[config.mk]
export PLATFORM = sky130hd
export DESIGN_NAME = i2c_bitbang_master_unit
export DESIGN_NICKNAME = d
export VERILOG_FILES = /design/src/hw/rtl/i2cbb_pkg.sv /design/src/hw/rtl/i2cbb_seq.sv /design/src/hw/rtl/i2c_bitbang_master_unit.sv
export SDC_FILE = /design/constraint.sdc
export NUM_CORES = 1
export LEC_CHECK = 0
export BUFFER_PORTS_ARGS = -buffer_cell sky130_fd_sc_hd__buf_4
export CORE_MARGIN = 2
export CORE_UTILIZATION = 45
export CTS_CLUSTER_SIZE = 14
export DETAILED_ROUTE_END_ITERATION = 6
export GPL_TIMING_DRIVEN = 0
export SYNTH_ARGS = -nofsm -noshare
export SYNTH_HDL_FRONTEND = slang
export SYNTH_SLANG_ARGS = --single-unit
[constraint.sdc]
create_clock -name clk -period 5.8 [get_ports clk]
set_input_delay 0.58 -clock clk [delete_from_list [all_inputs] [get_ports clk]]
set_output_delay 0.58 -clock clk [all_outputs]
set_load 0.1 [all_outputs]
[src/hw/rtl/i2cbb_pkg.sv]
// Shared types and constants for the I2C bit-bang master unit.
package i2cbb_pkg;

  localparam logic [2:0] REQ_TICK  = 3'd0;
  localparam logic [2:0] REQ_START = 3'd1;
  localparam logic [2:0] REQ_WRITE = 3'd2;
  localparam logic [2:0] REQ_READ  = 3'd3;
  localparam logic [2:0] REQ_STOP  = 3'd4;

  localparam logic CFG_DELAY_TICKS    = 1'b0;
  localparam logic CFG_READ_LSB_FIRST = 1'b1;

  localparam logic [15:0] DELAY_TICKS_RESET = 16'd10;
  localparam logic [7:0]  MSB_MASK          = 8'h80;

  typedef struct packed {
    logic [2:0] req_type;
    logic [7:0] tx_byte;
    logic       last_read;
    logic       sda_level;
  } in_t;

  typedef struct packed {
    logic       scl_level;
    logic       sda_drive;
    logic       sda_enable;
    logic       busy_res;
    logic       done_res;
    logic [7:0] rx_byte;
    logic       ack_seen;
  } out_t;

  typedef struct packed {
    logic [15:0] delay_ticks;
    logic        read_lsb_first;
  } cfg_t;

endpackage

[src/hw/rtl/i2cbb_seq.sv]
// Bus step sequencer: phase, counters, shift register and pin state.
module i2cbb_seq (
  input  logic            clk,
  input  logic            rst_n,
  input  logic            step_en,
  input  i2cbb_pkg::in_t  item,
  input  i2cbb_pkg::cfg_t cfg,
  output i2cbb_pkg::out_t res
);
  import i2cbb_pkg::*;

  typedef enum logic [4:0] {
    PH_IDLE, PH_S_SCLH, PH_S_SDAH, PH_S_D1, PH_S_SDAL, PH_S_D2, PH_S_SCLL,
    PH_W_BIT, PH_W_SCLH, PH_W_DLY, PH_W_SCLL, PH_W_REL, PH_W_ACK,
    PH_W_SCLL2, PH_W_END,
    PH_R_SDAH, PH_R_REL, PH_R_DLY, PH_R_SCLH, PH_R_SCLL, PH_R_NAK,
    PH_R_SCLH2, PH_R_DLY2, PH_R_SCLL2, PH_R_END,
    PH_P_SDAL, PH_P_D1, PH_P_SCLH, PH_P_D2, PH_P_SDAH, PH_P_D3
  } phase_t;

  phase_t      phase_r, phase_nxt;
  logic [3:0]  bit_count_r, bit_count_nxt;
  logic [7:0]  shift_r, shift_nxt;
  logic [15:0] wait_r, wait_nxt;
  logic        nak_r, nak_nxt;
  logic        scl_r, scl_nxt;
  logic        sda_r, sda_nxt;
  logic        en_r, en_nxt;
  logic        ack_r, ack_nxt;
  logic [7:0]  rx_r, rx_nxt;
  logic        busy, done;

  phase_t      cur;
  logic [15:0] lim;
  logic [15:0] wait_inc;
  logic        dly_done;
  logic [3:0]  bc_inc;

  assign lim      = (cfg.delay_ticks == 16'd0) ? 16'd1 : cfg.delay_ticks;
  assign wait_inc = wait_r + 16'd1;
  assign dly_done = (wait_inc >= lim);

  always_comb begin
    cur           = phase_r;
    bit_count_nxt = bit_count_r;
    shift_nxt     = shift_r;
    wait_nxt      = wait_r;
    nak_nxt       = nak_r;
    scl_nxt       = scl_r;
    sda_nxt       = sda_r;
    en_nxt        = en_r;
    ack_nxt       = ack_r;
    rx_nxt        = rx_r;
    done          = 1'b0;

    if (cur == PH_IDLE) begin
      bit_count_nxt = 4'd0;
      wait_nxt      = 16'd0;
      priority case (item.req_type)
        REQ_START: begin
          cur       = PH_S_SCLH;
          shift_nxt = item.tx_byte;
        end
        REQ_WRITE: begin
          cur       = PH_W_BIT;
          shift_nxt = item.tx_byte;
        end
        REQ_READ: begin
          cur       = PH_R_SDAH;
          shift_nxt = 8'd0;
          nak_nxt   = item.last_read;
        end
        REQ_STOP: cur = PH_P_SDAL;
        default:  cur = PH_IDLE;
      endcase
    end

    bc_inc    = bit_count_nxt + 4'd1;
    phase_nxt = cur;
    busy      = (cur != PH_IDLE);

    unique case (cur)
      PH_IDLE: ;
      PH_S_SCLH: begin scl_nxt = 1'b1; phase_nxt = PH_S_SDAH; end
      PH_S_SDAH: begin sda_nxt = 1'b1; phase_nxt = PH_S_D1; end
      PH_S_D1: begin
        wait_nxt = dly_done ? 16'd0 : wait_inc;
        if (dly_done) phase_nxt = PH_S_SDAL;
      end
      PH_S_SDAL: begin sda_nxt = 1'b0; phase_nxt = PH_S_D2; end
      PH_S_D2: begin
        wait_nxt = dly_done ? 16'd0 : wait_inc;
        if (dly_done) phase_nxt = PH_S_SCLL;
      end
      PH_S_SCLL: begin
        scl_nxt       = 1'b0;
        bit_count_nxt = 4'd0;
        phase_nxt     = PH_W_BIT;
      end
      PH_W_BIT: begin
        sda_nxt   = (shift_nxt & MSB_MASK) != 8'd0;
        phase_nxt = PH_W_SCLH;
      end
      PH_W_SCLH: begin scl_nxt = 1'b1; phase_nxt = PH_W_DLY; end
      PH_W_DLY: begin
        wait_nxt = dly_done ? 16'd0 : wait_inc;
        if (dly_done) phase_nxt = PH_W_SCLL;
      end
      PH_W_SCLL: begin
        scl_nxt   = 1'b0;
        shift_nxt = {shift_nxt[6:0], 1'b0};
        if (bc_inc >= 4'd8) begin
          bit_count_nxt = 4'd0;
          phase_nxt     = PH_W_REL;
        end else begin
          bit_count_nxt = bc_inc;
          phase_nxt     = PH_W_BIT;
        end
      end
      PH_W_REL: begin en_nxt = 1'b0; phase_nxt = PH_W_ACK; end
      PH_W_ACK: begin
        scl_nxt   = 1'b1;
        ack_nxt   = item.sda_level;
        phase_nxt = PH_W_SCLL2;
      end
      PH_W_SCLL2: begin scl_nxt = 1'b0; phase_nxt = PH_W_END; end
      PH_W_END: begin
        en_nxt    = 1'b1;
        sda_nxt   = 1'b0;
        done      = 1'b1;
        phase_nxt = PH_IDLE;
      end
      PH_R_SDAH: begin sda_nxt = 1'b1; phase_nxt = PH_R_REL; end
      PH_R_REL: begin
        en_nxt        = 1'b0;
        bit_count_nxt = 4'd0;
        phase_nxt     = PH_R_DLY;
      end
      PH_R_DLY: begin
        wait_nxt = dly_done ? 16'd0 : wait_inc;
        if (dly_done) phase_nxt = PH_R_SCLH;
      end
      PH_R_SCLH: begin
        scl_nxt = 1'b1;
        if (cfg.read_lsb_first) begin
          shift_nxt = shift_nxt | ({7'd0, item.sda_level} << bit_count_nxt[2:0]);
        end else begin
          shift_nxt = {shift_nxt[6:0], item.sda_level};
        end
        phase_nxt = PH_R_SCLL;
      end
      PH_R_SCLL: begin
        scl_nxt = 1'b0;
        if (bc_inc >= 4'd8) begin
          bit_count_nxt = 4'd0;
          phase_nxt     = PH_R_NAK;
        end else begin
          bit_count_nxt = bc_inc;
          phase_nxt     = PH_R_DLY;
        end
      end
      PH_R_NAK: begin
        en_nxt    = 1'b1;
        sda_nxt   = nak_nxt;
        phase_nxt = PH_R_SCLH2;
      end
      PH_R_SCLH2: begin scl_nxt = 1'b1; phase_nxt = PH_R_DLY2; end
      PH_R_DLY2: begin
        wait_nxt = dly_done ? 16'd0 : wait_inc;
        if (dly_done) phase_nxt = PH_R_SCLL2;
      end
      PH_R_SCLL2: begin scl_nxt = 1'b0; phase_nxt = PH_R_END; end
      PH_R_END: begin
        sda_nxt   = 1'b0;
        rx_nxt    = shift_nxt;
        done      = 1'b1;
        phase_nxt = PH_IDLE;
      end
      PH_P_SDAL: begin sda_nxt = 1'b0; phase_nxt = PH_P_D1; end
      PH_P_D1: begin
        wait_nxt = dly_done ? 16'd0 : wait_inc;
        if (dly_done) phase_nxt = PH_P_SCLH;
      end
      PH_P_SCLH: begin scl_nxt = 1'b1; phase_nxt = PH_P_D2; end
      PH_P_D2: begin
        wait_nxt = dly_done ? 16'd0 : wait_inc;
        if (dly_done) phase_nxt = PH_P_SDAH;
      end
      PH_P_SDAH: begin sda_nxt = 1'b1; phase_nxt = PH_P_D3; end
      PH_P_D3: begin
        wait_nxt = dly_done ? 16'd0 : wait_inc;
        if (dly_done) begin
          done      = 1'b1;
          phase_nxt = PH_IDLE;
        end
      end
      default: begin
        phase_nxt = PH_IDLE;
        busy      = 1'b0;
      end
    endcase
  end

  always_ff @(posedge clk) begin
    if (!rst_n) begin
      phase_r     <= PH_IDLE;
      bit_count_r <= 4'd0;
      shift_r     <= 8'd0;
      wait_r      <= 16'd0;
      nak_r       <= 1'b0;
      scl_r       <= 1'b1;
      sda_r       <= 1'b1;
      en_r        <= 1'b1;
      ack_r       <= 1'b0;
      rx_r        <= 8'd0;
    end else if (step_en) begin
      phase_r     <= phase_nxt;
      bit_count_r <= bit_count_nxt;
      shift_r     <= shift_nxt;
      wait_r      <= wait_nxt;
      nak_r       <= nak_nxt;
      scl_r       <= scl_nxt;
      sda_r       <= sda_nxt;
      en_r        <= en_nxt;
      ack_r       <= ack_nxt;
      rx_r        <= rx_nxt;
    end
  end

  always_comb begin
    res.scl_level  = scl_nxt;
    res.sda_drive  = sda_nxt;
    res.sda_enable = en_nxt;
    res.busy_res   = busy;
    res.done_res   = done;
    res.rx_byte    = rx_nxt;
    res.ack_seen   = ack_nxt;
  end

endmodule

[src/hw/rtl/i2c_bitbang_master_unit.sv]
// Latency: a result beat is valid in the output register the cycle after its tick is taken.
// Throughput: one tick per clock while the input is not stalled; each tick runs one sequencer step.
// The input stalls while a result waits; a new tick enters in the cycle the previous one leaves.
// Reset (rst_n low, synchronous): idle, SCL and SDA high with SDA driven, counters and
// received byte cleared, delay_ticks 10, read bits LSB first, no result pending.
module i2c_bitbang_master_unit (
  input  logic             clk,
  input  logic             rst_n,
  input  logic             in_valid,
  output logic             in_stall,
  input  i2cbb_pkg::in_t   in_data,
  output logic             out_valid,
  input  logic             out_stall,
  output i2cbb_pkg::out_t  out_data,
  input  logic             cfg_we,
  input  logic             cfg_index,
  input  logic [15:0]      cfg_wdata
);
  import i2cbb_pkg::*;

  cfg_t cfg_r;
  out_t out_data_r;
  out_t step_res;
  logic out_valid_r;
  logic in_take;

  assign in_stall = out_valid_r & out_stall;
  assign in_take  = in_valid & ~in_stall;

  i2cbb_seq u_seq (
    .clk     (clk),
    .rst_n   (rst_n),
    .step_en (in_take),
    .item    (in_data),
    .cfg     (cfg_r),
    .res     (step_res)
  );

  always_ff @(posedge clk) begin
    if (!rst_n) begin
      cfg_r.delay_ticks    <= DELAY_TICKS_RESET;
      cfg_r.read_lsb_first <= 1'b1;
    end else if (cfg_we) begin
      unique case (cfg_index)
        CFG_DELAY_TICKS:    cfg_r.delay_ticks    <= cfg_wdata;
        CFG_READ_LSB_FIRST: cfg_r.read_lsb_first <= cfg_wdata[0];
        default: ;
      endcase
    end
  end

  always_ff @(posedge clk) begin
    if (!rst_n) begin
      out_valid_r <= 1'b0;
    end else if (in_take) begin
      out_valid_r <= 1'b1;
    end else if (!out_stall) begin
      out_valid_r <= 1'b0;
    end
  end

  always_ff @(posedge clk) begin
    if (in_take) begin
      out_data_r <= step_res;
    end
  end

  assign out_valid = out_valid_r;
  assign out_data  = out_data_r;

endmodule

-- After elaboration in Yosys (flattened, before gate mapping)
Index checks and enable logic that the tools add are counted.
Widths: inputs -> output; s select.
- flip-flop bits (word level): 78
- bits of input ports: 35
- output and inout bits: 16
- word-level logic and storage cells: 120
- $add $sub $neg: 2
- order comparisons: 2
- eq/ne operators: 35
- shifts and indexed selects: 1
- muxes and demuxes: 35
- bitwise operators: 5
- reductions and logical operators: 20
- operator list (cell ; count):
    $pmux 5 s29 ; 1
    $eq 5x5->1 const B ; 15
    $mux 16 ; 4
    $mux 5 ; 9
    $eq 5x4->1 const B ; 8
    $pmux 8 s2 ; 2
    $reduce_or 31->1 ; 1
    $mux 8 ; 3
    $eq 5x3->1 const B ; 4
    $pmux 5 s4 ; 1
    $add 16x1->16 const B ; 1
    $ge 16x16->1 ; 1
    $logic_not 16->1 ; 1
    $mux 4 ; 3
    $reduce_or 2->1 ; 6
    $eq 5x2->1 const B ; 2
    $logic_not 5->1 ; 2
    $or 8x8->8 ; 1
    $pmux 4 s2 ; 1
    $reduce_or 8->1 ; 1
    $shl 1x3->8 ; 1
    $eq 3x2->1 const B ; 2
    $mux 1 ; 6
    $pmux 1 s2 ; 3
    17 further kinds ; 21

-- Longest topological paths before layout
- word-level depth: 7
- depth in mapped cells: 15
- gate-level depth less buffers: 14

-- By module
A second synthesis with hierarchy kept.
- cells, all modules: 661
- area total of the unflattened synthesis: 5391.4 µm²
- by module, submodules not included (module ; instances ; cells each ; area each (µm²) ; seq. area each (µm²)):
    i2cbb_seq ; 1 ; 569 ; 4227.8 ; 920.9
    i2c_bitbang_master_unit ; 1 ; 92 ; 1163.6 ; 780.7

-- Worst setup path before layout
OpenSTA, ideal clock, no wires.
- path type: reg2reg
- from: reg u_seq.wait_r[2]
- to: reg u_seq.wait_r[12]
- library setup time: 0.070 ns
- arrival time: 3.629 ns
- data required time: 5.730 ns
- setup slack: 2.101 ns
- cell stages (with the launch flop): 16
- buffers on the path: 2
- period minus slack after synthesis: 3.699 ns
- cell sequence: dfxtp_1 buf_2 nand2_1 or4_1 or2_1 clkbuf_1 nor2_1 xor2_1 ha_1 a21o_1 a21o_1 a221oi_1 o21ai_1 nand2b_1 or3b_1 a21oi_1
- cells in the longest elaborated chain, start to end: 4
- RTL lines (element ; line ; source):
    start, declared ; i2cbb_seq.sv:24 ; logic [15:0] wait_r, wait_nxt;
    start signal, assigned ; i2cbb_seq.sv:220 ; wait_r <= wait_nxt;
    $add 16x1->16 * ; i2cbb_seq.sv:40 ; assign wait_inc = wait_r + 16'd1;
    $ge 16x16->1 ; i2cbb_seq.sv:41 ; assign dly_done = (wait_inc >= lim);
    $mux 16 * (2 in a row) ; n/a ;
Mark *: on every way between the ends. The rest lies on a longest branch, timed or not.
A chain may end at the register's enable or synchronous reset.

-- Worst setup path after layout
- from: reg u_seq.wait_r[0]
- to: reg u_seq.phase_r[1]
- cells in the longest elaborated chain, start to end: 4
- elaborated cells between the ends (all ways): 11
- those cells by class: 1 x add/sub; 1 x order compare; 9 x mux
- RTL lines (element ; line ; source):
    $add 16x1->16 * ; i2cbb_seq.sv:40 ;
    $ge 16x16->1 * ; i2cbb_seq.sv:41 ;
    $mux 5 (tied with other cells) ; i2cbb_seq.sv:192 ; if (dly_done) begin
    $pmux 5 s29 * ; i2cbb_seq.sv:82 ; unique case (cur)
    end signal, assigned ; i2cbb_seq.sv:217 ; phase_r <= phase_nxt;
    end, declared ; i2cbb_seq.sv:21 ; phase_t phase_r, phase_nxt;
Marks and branches as above.

==> flow_summary.toml <==
[floorplanning]
core-area_mm2 = 0.0113
io_pins = 51
die_width_um = 111
row_count = 39
die_h_um = 111
initial_core_util_pct = 45.6
die_area_mm2 = 0.0123

[logic_synthesis]
synth_edf_count = 14
synth_warnings = 0
ys_seq_area_share_pct = 33.1
synthTopCellsByArea = "dfxtp_1 25%, edfxtp_1 8.2%, nand2_1 6.1%"
syn_inst = 638
ys_types = 78
synthTopCellsByCount = "84 x nand2_1, 64 x dfxtp_1, 53 x nor2_1"
synth_area_per_cell_um2 = 8.05
syn-num-nets = 691
yosysTopAreaCellShare_pct = 24.9
synth_top_cell_by_area = "dfxtp_1"
synth.most_common_cell = "nand2_1"
synth-seq-cells = 78
syn_area_mm2 = 0.00514
synth_ff_type = "dfxtp_1"
async_reset_ff_share_pct = 0

[cts]
htreeDepth = 3
cts.sinks = 78
cts_buffers = 9
ctsResizeCount = 0
clkTransAtPathRegs_ns = 0.07
clk_latency_ns = 0.34
cts_tree = "built"
cts_hold_buf = 0
cts_buffer_depth = 2
root_buffer = "clkbuf_16"
post_cts_buffers = 0

[critical_path]
path_cells = "ha_1 -> nand3_1 -> or3_1 -> clkbuf_1 -> nor2_1 -> nand3_1 -> xnor2_1 -> ha_1 -> and4_1 -> o211ai_1 -> o21ai_1 -> o32a_1 -> nor4b_1 -> o32ai_1"
critical_path_class = "register to register"
path_buf_inv = 1
arrival_ns = 4.70
slowest_delay_ns = 0.81
cp_top_family = "simple AND/OR/NAND/NOR gates"
crit_required_ns = 5.98
crit_path_top_delay_cell = "o21ai_1"
start_kind = "register"
worstSetupEndpointType = "register"
critPathMaxFanout = 10

[pwr]
vdd_drop_max_uv = 219
power_leakage_uw = 0.00229
power.density_mw_per_mm2 = 372

[sta]
setup_slack_ns = 1.29
maxSlewViolCount = 0
post-route-period-util_pct = 77.8
finalHoldViolCount = 0
setup-violations-final = 0
slew_headroom_pct = 9.99
setup_tns_ns = 0
period_needed_ns = 4.51
max_freq_mhz = 222
worstMarginPinSlew_ns = 1.35
rsz0062_at_grt = "no"
fin_skew_ns = 0.00652

[job]
cap_violations = 0

[placed_design]
io_buffers = 49
dp.cells = 830
place_hpwl_um = 12400
preCtsSetupSlack_ns = 1.35
gp_congestion = 0.930

[final_layout]
fin_nets = 751
drive_above_1_share_pct = 13.8
stdcell_count = 846
final_util_pct = 52.9
n_antenna_cell = 0
area_growth_pct = 16.1
fillerInstances = 1096

[detailed_routing]
wl_per_cell_um = 19.8
drt_pass1_iterations = 4
final_antenna_net_count = 0
drc = 0
drt_wl_total_um = 16800
vias = 5206
first_iter_violations = 426
vias_per_cell = 6.15

[global_route]
grt_use_total_pct = 27.8
grt_max_degree = 24
grt_first_pass_wirelength_um = 27200
antenna_found_initial = 0
overflow = 0
grt_pass1_vias = 5081

[min_path]
hold_class = "register to register"

[run_status]
status = "finished, final reports clean"
==> registers in the layout, summed over array words and instances, names as in the netlist, 4 cells and up <==
signal	count
u_seq.wait_r	16
u_seq.shift_r	8
u_seq.rx_r	8
out_data	14
u_seq.phase_r	5
u_seq.bit_count_r	4
cfg_r	17
==> layer usage <==
layer | up-vias | wire length (um) | global-route usage [%]
met3 | 47 | 1120 | 5.25
met4 | 0 | 619 | 12.8
met1 | 2455 | 6930 | 35.2
li1 | 2497 | - | -
met5 | - | 0 | 0
met2 | 207 | 8100 | 46.1
==> cells in the final DEF (no fill, tap or decap), drive strengths merged, types with 7 or more instances in the layout <==
cell,count
a211oi,8
a21oi,44
a221oi,11
a22o,23
buf,62
clkbuf,39
dfxtp,64
edfxtp,14
ha,18
inv,23
mux2,8
mux2i,8
nand2,84
nand2b,9
nand3,27
nor2,54
nor2b,8
nor3,17
nor4,11
o211ai,10
o21ai,31
o32ai,7
xnor2,13
==> where the power goes <==
group	internal, uW	switching [uW]
registers	599	22.7
logic	324	726
clock network	295	248
total	1220	997
==> cell families (layout without fill, tap and decap cells) <==
logic type / Yosys count / in the layout / share of synthesized area [%]
AOI/OAI and AO/OA: 192 / 192 / 26.5
DFF: 78 / 78 / 33.1
muxes: 16 / 16 / 3.31
and+or+nand+nor: 248 / 248 / 23.9
adders and majority gates: 19 / 19 / 4.58
buffers and inverters: 66 / 131 / 5.31
xor gates and xnor gates: 19 / 19 / 3.24
==> metrics by stage <==
stage / power [uW] / area (um^2) / hold WS (ns)
after global routing: 2320 / 5960 / 0.455
after detailed placement: 1650 / 5680 / 0.449
final: 2220 / 5960 / 0.457
after floorplan: 1360 / 5140 / 0.434
after CTS: 2200 / 5960 / 0.446
after global placement: 1680 / 5680 / 0.441
==> worst paths after layout <==
kind                   startpoint                to  slack (ns)  cells past startpoint
hold reg to reg     u_seq.rx_r[6]     u_seq.rx_r[6]        0.46                      2
setup reg to reg  u_seq.wait_r[0]  u_seq.phase_r[1]        1.29                     14
hold / removal      u_seq.rx_r[6]     u_seq.rx_r[6]        0.46                      2
setup / recovery  u_seq.wait_r[0]  u_seq.phase_r[1]        1.29                     14
==> area by class of cell <==
| type | count | area [um^2] | area share (%) |
|---|---|---|---|
| plain buffers | 43 | 186 | 3.13 |
| clock buffers | 9 | 225 | 3.78 |
| clock inverters | 7 | 55.1 | 0.923 |
| inverters | 23 | 86.3 | 1.45 |
| multi-input cells | 494 | 3160 | 53.0 |
| flip-flops and latches | 78 | 1700 | 28.5 |
| well taps | 143 | 179 | 3.00 |
| repair buffers | 49 | 368 | 6.17 |
==> worst min-delay path: cells and delay by family, from the launching register on <==
kind | cells | cell delay (ns)
compound gates | 1 | 0.05
simple gates | 1 | 0.05
flops | 1 | 0.31
Note: power is estimated with default switching activity, not from simulation.
